### src/rtl/edcs_pkg.sv
package edcs_pkg;

    // Default widths of the pulse counter and of the interval field.
    localparam int COUNT_WIDTH_DEF    = 32;
    localparam int INTERVAL_WIDTH_DEF = 24;

    // Fixed field widths.
    localparam int PPR_WIDTH       = 16;
    localparam int OUT_WIDTH       = 32;
    localparam int FRAC_BITS       = 16;
    localparam int CFG_INDEX_WIDTH = 8;
    localparam int CFG_DATA_WIDTH  = 16;

    // Register indices on the configuration channel.
    localparam logic [CFG_INDEX_WIDTH-1:0] REG_PULSES_PER_ROUND = 8'd0;
    localparam logic [CFG_INDEX_WIDTH-1:0] REG_INVERT_DIRECTION = 8'd1;

    localparam logic [PPR_WIDTH-1:0] PPR_RESET = 16'd1024;

    // 2*pi in Q32 times one million, so that the interval may be given in microseconds.
    localparam int                          SPEED_NUM_WIDTH = 55;
    localparam logic [SPEED_NUM_WIDTH-1:0] SPEED_NUM        = 55'd26986075409000000;

endpackage

### src/rtl/encoder_direction_count_speed.sv
// Encoder tracker for one motor: direction, saturating pulse count and speed.
// Input channel (i_in_valid / o_in_stall): an encoder event (req_type 0)
// samples lines A and B, and a rising edge of A takes the direction from B.
// Each event then counts one pulse up or down. A speed request (req_type 1)
// with nonzero interval and pulses-per-round values turns the count into a
// signed Q16.16 speed in rad/s, saturated, and clears the count.
// Output channel (o_out_valid / i_out_stall): one result per request, carrying
// the stored speed, the count, the direction and a flag for a new speed.
// An encoder event, or a speed request that changes nothing, goes straight
// to the result stage, and the next request is taken only once that result
// has been loaded into the output register. A speed request with work to do
// runs a shift-and-add multiplier, a rounding step, a restoring divider
// (multiplier and divider both one bit per cycle), a saturation step and the
// result stage. One request is in progress at a time.
// The input is taken whenever the block is idle, even while the previous result
// still waits in the output register; a stalled receiver holds the result
// steady and the block waits with the next one until the register frees.
// Reset clears the count and the speed, sets the direction to forward and loads
// the register defaults (1024 pulses per round, no inversion). Configuration
// writes are always taken and must only be made while the block is idle.
module encoder_direction_count_speed #(
    parameter int COUNT_WIDTH    = edcs_pkg::COUNT_WIDTH_DEF,
    parameter int INTERVAL_WIDTH = edcs_pkg::INTERVAL_WIDTH_DEF
) (
    input  logic                                 i_clk,
    input  logic                                 i_rst_n,
    // Configuration channel
    input  logic                                 i_cfg_valid,
    output logic                                 o_cfg_ready,
    input  logic [edcs_pkg::CFG_INDEX_WIDTH-1:0] i_cfg_index,
    input  logic [edcs_pkg::CFG_DATA_WIDTH-1:0]  i_cfg_data,
    // Input channel
    input  logic                                 i_in_valid,
    output logic                                 o_in_stall,
    input  logic                                 i_req_type,
    input  logic                                 i_line_a,
    input  logic                                 i_line_b,
    input  logic [INTERVAL_WIDTH-1:0]            i_interval_us,
    // Output channel
    output logic                                 o_out_valid,
    input  logic                                 i_out_stall,
    output logic signed [edcs_pkg::OUT_WIDTH-1:0] o_speed_rad_s,
    output logic signed [edcs_pkg::OUT_WIDTH-1:0] o_pulse_count,
    output logic                                 o_is_forward,
    output logic                                 o_speed_updated
);

    localparam int MUL_STEPS = (COUNT_WIDTH > INTERVAL_WIDTH) ? COUNT_WIDTH : INTERVAL_WIDTH;
    localparam int DACC_W    = edcs_pkg::PPR_WIDTH + INTERVAL_WIDTH;
    localparam int DEN_W     = DACC_W + edcs_pkg::FRAC_BITS;
    localparam int PROD_W    = COUNT_WIDTH + edcs_pkg::SPEED_NUM_WIDTH;
    localparam int NUM_W     = ((PROD_W > DEN_W - 1) ? PROD_W : DEN_W - 1) + 1;
    localparam int STEPS_MAX = (NUM_W > MUL_STEPS) ? NUM_W : MUL_STEPS;
    localparam int CNT_W     = $clog2(STEPS_MAX + 1);
    localparam int QUO_W     = edcs_pkg::OUT_WIDTH + 1;
    localparam int OW        = edcs_pkg::OUT_WIDTH;

    localparam logic signed [COUNT_WIDTH-1:0] CMAX = {1'b0, {(COUNT_WIDTH-1){1'b1}}};
    localparam logic signed [COUNT_WIDTH-1:0] CMIN = {1'b1, {(COUNT_WIDTH-1){1'b0}}};
    localparam logic [QUO_W-1:0] LIMIT_POS = {2'b00, {(OW-1){1'b1}}};
    localparam logic [QUO_W-1:0] LIMIT_NEG = {2'b01, {(OW-1){1'b0}}};

    typedef enum logic [2:0] {
        S_IDLE,
        S_MUL,
        S_ADD,
        S_DIV,
        S_SPD,
        S_FIN
    } t_state;

    t_state r_state;

    // Architectural state
    logic [edcs_pkg::PPR_WIDTH-1:0] r_ppr;
    logic                           r_invert;
    logic                           r_last_a;
    logic                           r_dir;
    logic signed [COUNT_WIDTH-1:0]  r_count;
    logic signed [OW-1:0]           r_speed;
    logic                           r_updated;

    // Serial datapath
    logic [MUL_STEPS-1:0] r_mag;
    logic [MUL_STEPS-1:0] r_tim;
    logic [NUM_W-1:0]     r_acc;
    logic [DACC_W-1:0]    r_dacc;
    logic [DEN_W-1:0]     r_rem;
    logic [QUO_W-1:0]     r_quo;
    logic                 r_big;
    logic                 r_neg;
    logic [CNT_W-1:0]     r_step;

    // Output register
    logic                 r_out_valid;
    logic signed [OW-1:0] r_out_speed;
    logic signed [OW-1:0] r_out_count;
    logic                 r_out_forward;
    logic                 r_out_updated;

    logic                          w_in_accept;
    logic                          n_dir;
    logic signed [COUNT_WIDTH-1:0] n_count;
    logic [COUNT_WIDTH-1:0]        w_abs;
    logic [DEN_W-1:0]              w_den;
    logic [DEN_W:0]                w_trial;
    logic                          w_ge;
    logic [QUO_W-1:0]              w_limit;
    logic [QUO_W-1:0]              w_sat;

    assign o_cfg_ready     = 1'b1;
    assign o_in_stall      = (r_state != S_IDLE);
    assign w_in_accept     = i_in_valid && (r_state == S_IDLE);
    assign o_out_valid     = r_out_valid;
    assign o_speed_rad_s   = r_out_speed;
    assign o_pulse_count   = r_out_count;
    assign o_is_forward    = r_out_forward;
    assign o_speed_updated = r_out_updated;

    always_comb begin
        // The direction is taken from B only on a rising edge of A.
        n_dir = (!r_last_a && i_line_a) ? (i_line_b ^ r_invert) : r_dir;
        n_count = r_count;
        if (n_dir) begin
            if (r_count != CMAX) begin
                n_count = r_count + COUNT_WIDTH'(1);
            end
        end else begin
            if (r_count != CMIN) begin
                n_count = r_count - COUNT_WIDTH'(1);
            end
        end

        w_abs   = r_count[COUNT_WIDTH-1] ? (~r_count + COUNT_WIDTH'(1)) : r_count;
        w_den   = {r_dacc, {edcs_pkg::FRAC_BITS{1'b0}}};
        w_trial = {r_rem, r_acc[NUM_W-1]};
        w_ge    = (w_trial >= {1'b0, w_den});

        w_limit = r_neg ? LIMIT_NEG : LIMIT_POS;
        w_sat   = (r_big || (r_quo > w_limit)) ? w_limit : r_quo;
    end

    always_ff @(posedge i_clk) begin
        if (!i_rst_n) begin
            r_state       <= S_IDLE;
            r_ppr         <= edcs_pkg::PPR_RESET;
            r_invert      <= 1'b0;
            r_last_a      <= 1'b0;
            r_dir         <= 1'b1;
            r_count       <= '0;
            r_speed       <= '0;
            r_updated     <= 1'b0;
            r_out_valid   <= 1'b0;
        end else begin
            if (i_cfg_valid) begin
                case (i_cfg_index)
                    edcs_pkg::REG_PULSES_PER_ROUND: begin
                        r_ppr <= i_cfg_data[edcs_pkg::PPR_WIDTH-1:0];
                    end
                    edcs_pkg::REG_INVERT_DIRECTION: begin
                        r_invert <= i_cfg_data[0];
                    end
                    default: begin
                    end
                endcase
            end

            // In S_FIN the output register is refilled in the same cycle instead.
            if (r_out_valid && !i_out_stall && (r_state != S_FIN)) begin
                r_out_valid <= 1'b0;
            end

            case (r_state)
                S_IDLE: begin
                    if (w_in_accept) begin
                        r_updated <= 1'b0;
                        if (!i_req_type) begin
                            r_dir    <= n_dir;
                            r_last_a <= i_line_a;
                            r_count  <= n_count;
                            r_state  <= S_FIN;
                        end else if ((i_interval_us != '0) && (r_ppr != '0)) begin
                            r_neg   <= r_count[COUNT_WIDTH-1];
                            r_mag   <= MUL_STEPS'(w_abs);
                            r_tim   <= MUL_STEPS'(i_interval_us);
                            r_acc   <= '0;
                            r_dacc  <= '0;
                            r_step  <= CNT_W'(MUL_STEPS);
                            r_state <= S_MUL;
                        end else begin
                            r_state <= S_FIN;
                        end
                    end
                end
                S_MUL: begin
                    // Both products are formed most significant bit first.
                    r_acc  <= {r_acc[NUM_W-2:0], 1'b0}
                              + (r_mag[MUL_STEPS-1] ? NUM_W'(edcs_pkg::SPEED_NUM) : '0);
                    r_dacc <= {r_dacc[DACC_W-2:0], 1'b0}
                              + (r_tim[MUL_STEPS-1] ? DACC_W'(r_ppr) : '0);
                    r_mag  <= {r_mag[MUL_STEPS-2:0], 1'b0};
                    r_tim  <= {r_tim[MUL_STEPS-2:0], 1'b0};
                    r_step <= r_step - CNT_W'(1);
                    if (r_step == CNT_W'(1)) begin
                        r_state <= S_ADD;
                    end
                end
                S_ADD: begin
                    // Adding half the divisor rounds the quotient half away from zero.
                    r_acc   <= r_acc + NUM_W'({r_dacc, {(edcs_pkg::FRAC_BITS-1){1'b0}}});
                    r_rem   <= '0;
                    r_quo   <= '0;
                    r_big   <= 1'b0;
                    r_step  <= CNT_W'(NUM_W);
                    r_state <= S_DIV;
                end
                S_DIV: begin
                    r_rem  <= w_ge ? DEN_W'(w_trial - {1'b0, w_den}) : w_trial[DEN_W-1:0];
                    r_quo  <= {r_quo[QUO_W-2:0], w_ge};
                    r_big  <= r_big | r_quo[QUO_W-1];
                    r_acc  <= {r_acc[NUM_W-2:0], 1'b0};
                    r_step <= r_step - CNT_W'(1);
                    if (r_step == CNT_W'(1)) begin
                        r_state <= S_SPD;
                    end
                end
                S_SPD: begin
                    r_speed   <= r_neg ? -$signed(w_sat[OW-1:0]) : $signed(w_sat[OW-1:0]);
                    r_count   <= '0;
                    r_updated <= 1'b1;
                    r_state   <= S_FIN;
                end
                S_FIN: begin
                    if (!r_out_valid || !i_out_stall) begin
                        r_out_valid   <= 1'b1;
                        r_out_speed   <= r_speed;
                        r_out_count   <= OW'(r_count);
                        r_out_forward <= r_dir;
                        r_out_updated <= r_updated;
                        r_state       <= S_IDLE;
                    end
                end
                default: begin
                    r_state <= S_IDLE;
                end
            endcase
        end
    end

endmodule
### config.mk
export PLATFORM = sky130hd
export DESIGN_NAME = encoder_direction_count_speed
export DESIGN_NICKNAME = d
export VERILOG_FILES = /design/src/rtl/edcs_pkg.sv /design/src/rtl/encoder_direction_count_speed.sv
export SDC_FILE = /design/constraint.sdc
export NUM_CORES = 1
export LEC_CHECK = 0
export BUFFER_PORTS_ARGS = -buffer_cell sky130_fd_sc_hd__buf_2
export CORE_ASPECT_RATIO = 0.6
export CORE_MARGIN = 2
export CORE_UTILIZATION = 60
export CTS_CLUSTER_DIAMETER = 150
export DETAILED_ROUTE_END_ITERATION = 8
export GPL_TIMING_DRIVEN = 0
export MAX_ROUTING_LAYER = met4
export PLACE_DENSITY = 0.83
export SYNTH_ARGS = -nofsm -noshare
export SYNTH_HDL_FRONTEND = slang
export SYNTH_SLANG_ARGS = --single-unit
export TNS_END_PERCENT = 10
### constraint.sdc
create_clock -name i_clk -period 27.6 [get_ports i_clk]
set_clock_uncertainty 0.15 [all_clocks]
set_input_delay 0 -clock i_clk [delete_from_list [all_inputs] [get_ports i_clk]]
set_output_delay 0 -clock i_clk [all_outputs]
set_load 0.03 [all_outputs]
==> results of run 1 <==
[sequential cells by signal (all words and copies together), names as in the netlist, 3 cells and up]
name,flops
r_quo,33
o_speed_rad_s,32
r_ppr,16
r_mag,32
r_count,32
r_speed,32
r_rem,56
r_state,3
o_pulse_count,32
r_dacc,40
r_acc,82
r_step,7
r_tim,32
[layout by cell type, fill, tap and decap left out, types with 15 or more instances in the layout]
master,count
dfxtp_1,88
o21ai_0,181
o21bai_1,19
a21oi_1,216
nor3_1,78
edfxtp_1,350
nor4_1,36
xor2_1,97
dlygate4sd3_1,57
buf_2,135
or3_1,43
nor2b_1,26
and3_1,78
o22ai_1,51
a21o_1,78
a22o_1,23
o211ai_1,28
nand3_1,75
a31oi_1,22
a211oi_1,29
xnor2_1,127
ha_1,190
mux2i_1,33
and2_1,46
nand2_1,357
inv_1,115
nand2b_1,25
a22oi_1,38
o21a_1,34
clkbuf_16,45
clkbuf_1,113
o2111ai_1,15
a21boi_0,18
nor2_1,251
nand4_1,54
o31ai_1,28
[power groups by stage]
stage          Combinational [mW]  Clock [mW]  Sequential, mW
2_1_floorplan               0.263           0           0.802
3_3_place_gp                0.350           0           0.815
3_5_place_dp                0.373           0           0.809
4_1_cts                     0.383       0.699           0.795
5_1_grt                     0.427       0.724           0.800
6_report                    0.397       0.697           0.797
[worst max-delay path, cell delays in order (launching register included)]
cell and delay [ns]:
edfxtp_1 1.19, clkinv_1 0.69, clkbuf_1 0.45, ha_1 0.41, nand4_1 0.09, or4b_1 0.55
or3_1 0.41, nor4bb_1 0.17, a21oi_2 0.45, buf_2 0.36, buf_1 0.49, o21ai_0 0.20
ha_1 0.23, clkbuf_1 0.28, inv_1 0.28, nor2_1 0.12, clkbuf_1 0.32, nand3_1 0.18
o2111ai_1 0.14, or3_1 0.48, a21oi_1 0.17
[metal layers]
metal  up-vias  share of wire (%)
met4         0                2.6
met2      1847                 42
met3       218                 13
li1      12470                  -
met1     13170                 43
met5         -                  0
[cell type report]
type	count	area [sq um]
multi-input combinational	2503	16390
tap	650	813.3
clock inverter	32	480.5
fill	3741	15560
buffer	139	560.5
timing repair buffer	193	1405
sequential	438	12270
antenna	3	7.507
clock buffer	50	1175
inverter	118	442.9
[worst paths after layout]
path	from	end	slack (ns)	cells after the start
max reg2reg	r_neg	r_speed[10]	19.67	20
min	i_interval_us[7]	r_tim[7]	0.1	4
max	r_neg	r_speed[10]	19.67	20
min reg2reg	r_speed[20]	o_speed_rad_s[20]	0.28	0
[per-stage QoR]
stage,hold WS [ns],cell area [sq um],power [mW],util [%]
2_1_floorplan,-0.02096,29630,1.065,-
3_3_place_gp,0.1184,31050,1.165,63.24
3_5_place_dp,0.1136,31320,1.182,63.77
4_1_cts,0.07045,33540,1.877,68.30
5_1_grt,0.1087,33540,1.951,68.31
6_report,0.09947,33550,1.892,68.32
[logic make-up after synthesis]
logic type,count (synthesis)
buffers and inverters,257
XOR/XNOR,224
other,1
adder cells (fa/ha/maj),195
AND/OR/NAND/NOR,1150
AO/OA/AOI/OAI,893
flip-flops,438
multiplexers,40
[what timing repair did]
item,in CTS,in global routing
hold buffers,57,0
setup endpoints to repair,0,0
hold endpoints to repair,73,0
setup buffers,0,0
gates resized for setup,0,0
==> impl_metrics.ini, run 1 <==
[yosys]
synth_top_family_by_area = compound AO/OA/AOI/OAI gates
ys_top_cells_by_area = edfxtp_1, ha_1, dfxtp_1
yosys.area.top_type = edfxtp_1
synth_seq_cells = 438
yosys.area_share.simple_pct = 19.04
synth_cells = 3198
syn_avg_cell_area_sq_um = 9.265
synthXorXnorAreaFrac_pct = 6.621
synth.most_common_cell = nand2_1
synth_nets = 3449
synth_warnings = 0
seq_area_frac_synth_pct = 41.42
async_flop_share_pct = 0
synthTopCellsByCount = nand2_1, edfxtp_1, nor2_1
synthesis.area_sq_um = 29630
synth-adder-area-share_pct = 8.361
synth_top_area_share_pct = 35.47
synthMuxAreaShare_pct = 1.381
synth_cell_type_count = 95
synth_compound_area_share_pct = 19.79
synth_enable_flop_cells = 350
ys_dominant_reg_cell = edfxtp_1

[cts]
worstSkewPairLatency_ns = 0.58
numCtsBuffers = 44
htree_levels = 2
cts-root-buf = clkbuf_16
cts_tree = done
clkTransAtPathRegs_ns = 0.06
cts_num_sinks = 438
cts.path.max_buffers = 3

[worst_setup_path]
cp-start-kind = flip-flop
path_max_fanout = 33
critPathKind = flip-flop to flip-flop
cp-end-kind = flip-flop
crit_arrival_ns = 8.29
critPathRequiredTime_ns = 27.96

[layout]
fin_cells = 4126
drive_above_1_share_pct = 8.091
syn2layout_area_growth_pct = 13.23
nets = 3688

[placed_design]
dp_cells = 3984
dp_hpwl_mm = 67.63
dp_slack_ns = 20.20
gp_congestion = 1.036
portBuffers = 122

[global_routing]
grt_pass1_wl_mm = 143.7
grt.overflow.total = 0
gr-usage-met2_pct = 51.08
met1_usage_pct = 51.73
grt-busiest-layer = met1
grt_util_all_layers_pct = 36.18
grt_pass1_vias = 25690
antenna_found_initial = 1
met3_usage_pct = 8.950
grt_max_degree = 47

[floorplan]
core-area_sq_um = 49110
die_w_um = 290.9
start_util_pct = 60.34
pin_count = 125
num_rows = 63
dieHeight_um = 176.1
die_area_sq_um = 51240

[sta]
fin_crit_ns = 7.932
finalCritPeriodShare_pct = 28.74
postLayoutSetupSlackWorst_ns = 19.67
tns_ns = 0
slew_viol_final = 0
finalSetupViolations = 0
fmax_mhz = 126.1
hold_viol_final = 0
worst_slew_pin_slew_ns = 1.431
rsz0062_at_grt = no
slew-limit-headroom_pct = 4.571

[routing]
drc = 0
drt_iter0_drc = 3930
viasPerCell = 6.714
ant_nets = 0
wl_per_cell_um = 22.60
via_count = 27700
first_pass_iters = 8
wirelength_mm = 93.24

[job]
maxCapViolCount = 0

[power_and_ir_drop]
p_int_mw = 1.312
power_frac_seq_pct = 42.1
comb_power_share_pct = 21.0
p_switching_mw = 0.5798
swShare_pct = 30.64
leakage_nw = 13.38
ir_drop_mv = 0.04431
pwr-share-clk_pct = 36.9
power_density_nw_per_um2 = 56.40

[hold_path]
min_path_type = primary input to flip-flop

[status]
status = completed
Power figures use the tool's default switching activity.
==> inputs of run 2 (changes only) <==
clock period = 8 ns   (was 27.6 ns; I/O delays follow)
==> run 2 against run 1 <==
Routed wire length decreased by 1.2%. Critical path depth unchanged. Clock power increased to 3.0 times the previous value. Combinational power increased to 3.5 times the previous value. Sequential cell count unchanged. Critical endpoint unchanged. Via count decreased by 1.4%. Total power increased to 3.3 times the previous value. Largest cell class unchanged. Worst hold slack got worse by 0.0056 ns. Sequential share of layout area increased by 0.25 points. Register-to-register slack got worse by 19 ns. Global-route usage decreased by 0.38 points.
==> impl_metrics.ini, run 2 (synthesis gave the netlist of run 1 again) <==
[layout]
layout_commonest_cell = nand2_1
diodes = 0
syn2layout_area_growth_pct = 12.47
regMostFlops = r_acc
drive_above_1_share_pct = 7.963
fin_cells = 4116
layout_common_cells = nand2_1, edfxtp_1, nor2_1
fillers = 3833
top_regs = r_acc (82), r_rem (56), r_dacc (40)
final_core_util_pct = 67.86
largest_reg_flops = 82
nets = 3686

[floorplan]
die_w_um = 290.9
die_area_sq_um = 51240
dieHeight_um = 176.1
pin_count = 125
num_rows = 63
start_util_pct = 60.34
core-area_sq_um = 49110

[cts]
htree_levels = 2
numCtsBuffers = 44
cts_tree = done
cts_num_sinks = 438
worstSkewPairLatency_ns = 0.57
cts.path.max_buffers = 3
cts-root-buf = clkbuf_16
clkTransAtPathRegs_ns = 0.07

[global_routing]
grt_max_degree = 52
grt_pass1_vias = 25140
antenna_found_initial = 0
grt_util_all_layers_pct = 35.80
grt.overflow.total = 0
grt_pass1_wl_mm = 141.5

[routing]
ant_nets = 0
drc = 0
wl_per_cell_um = 22.38
via_count = 27310
wirelength_mm = 92.11
viasPerCell = 6.636
drt_iter0_drc = 3696
first_pass_iters = 6

[sta]
fmax_mhz = 135.2
tns_ns = 0
hold_viol_final = 0
finalSetupViolations = 0
worst_slew_pin_slew_ns = 1.370
slew_viol_final = 0
finalCritPeriodShare_pct = 92.46
slew-limit-headroom_pct = 8.676
postLayoutSetupSlackWorst_ns = 0.6033
fin_crit_ns = 7.397
rsz0062_at_grt = no

[power_and_ir_drop]
ir_drop_mv = 0.1341
power_density_nw_per_um2 = 187.1
leakage_nw = 13.29

[worst_setup_path]
cp-start-kind = flip-flop
crit_arrival_ns = 7.74
critPathRequiredTime_ns = 8.34
r2r_start = r_neg
reg2reg_setup_slack_ns = 0.60
r2r_end = r_speed[10]
path_max_fanout = 18
critPathKind = flip-flop to flip-flop
rr_worst_depth = 20
cp-end-kind = flip-flop

[placed_design]
dp_hpwl_mm = 67.14
dp_slack_ns = 0.4057
portBuffers = 122
dp_cells = 3982
gp_congestion = 1.011

[hold_path]
worstHoldEndpoint = r_tim[14]
min_path_type = primary input to flip-flop
min-delay-start = i_interval_us[14]
hold-path-cell-count = 4

[status]
status = completed

[job]
maxCapViolCount = 0
-- run 2: layout make-up --
type                    count  area, sq um  area share, %
inverters                 118        442.9          1.329
clock inverters            27        277.8         0.8335
well taps                 650        813.3          2.440
repair buffers            191         1436          4.310
flip-flops and latches    438        12270          36.82
plain buffers             139        560.5          1.682
multi-input cells        2503        16400          49.21
clock buffers              50         1124          3.372
-- run 2: what timing repair did --
action,in CTS,in global routing
gates resized for setup,0,0
hold endpoints to repair,77,0
buffers inserted,0,1
endpoints found under the setup margin,0,4
hold buffers,56,0
-- run 2: layer usage --
metal  wire [um]  part of all wire [%]  track usage [%]
met5           0                     0                -
met2       38030                    41            50.23
met4        2429                   2.6            9.499
met1       39790                    43            51.70
met3       11860                    13            8.522
-- run 2: worst max-delay path by stage --
| stage | from | endpoint | cells past startpoint |
|---|---|---|---|
| 3_5_place_dp | r_neg | r_speed[10] | 20 |
| 2_1_floorplan | r_state[0] | r_dacc[0] | 7 |
| 5_1_grt | r_neg | r_speed[10] | 20 |
| 3_3_place_gp | r_state[0] | r_dacc[34] | 7 |
| 4_1_cts | r_neg | r_speed[10] | 20 |
| 6_report | r_neg | r_speed[10] | 20 |
-- run 2: power breakdown --
part	switching [mW]	internal, mW	leakage, nW
sequential	0.133	2.62	4.18
clock	0.941	1.17	0.697
combinational	0.880	0.489	8.41
-- run 2: metrics by stage --
stage	hold slack, ns	instance area (sq um)	total power, mW
detailed placement	0.1279	31350	4.076
finish	0.09388	33330	6.234
global route	0.1072	33330	6.431
CTS	0.07767	33310	6.177
global placement	0.1177	31060	4.011
floorplan	-0.02096	29640	3.667
-- run 2: worst max-delay path: stages, from the launching register on --
cell,delay [ns]
edfxtp_1,0.90
clkinv_1,0.56
clkbuf_1,0.43
ha_1,0.41
nand4_1,0.10
or4b_1,0.55
or3_1,0.41
nor4bb_1,0.17
a21oi_2,0.48
buf_2,0.36
buf_1,0.47
o21ai_0,0.15
ha_1,0.20
clkbuf_1,0.26
inv_1,0.32
nor2_1,0.13
clkbuf_1,0.31
nand3_1,0.18
o2111ai_1,0.11
or3_1,0.44
a21oi_1,0.18
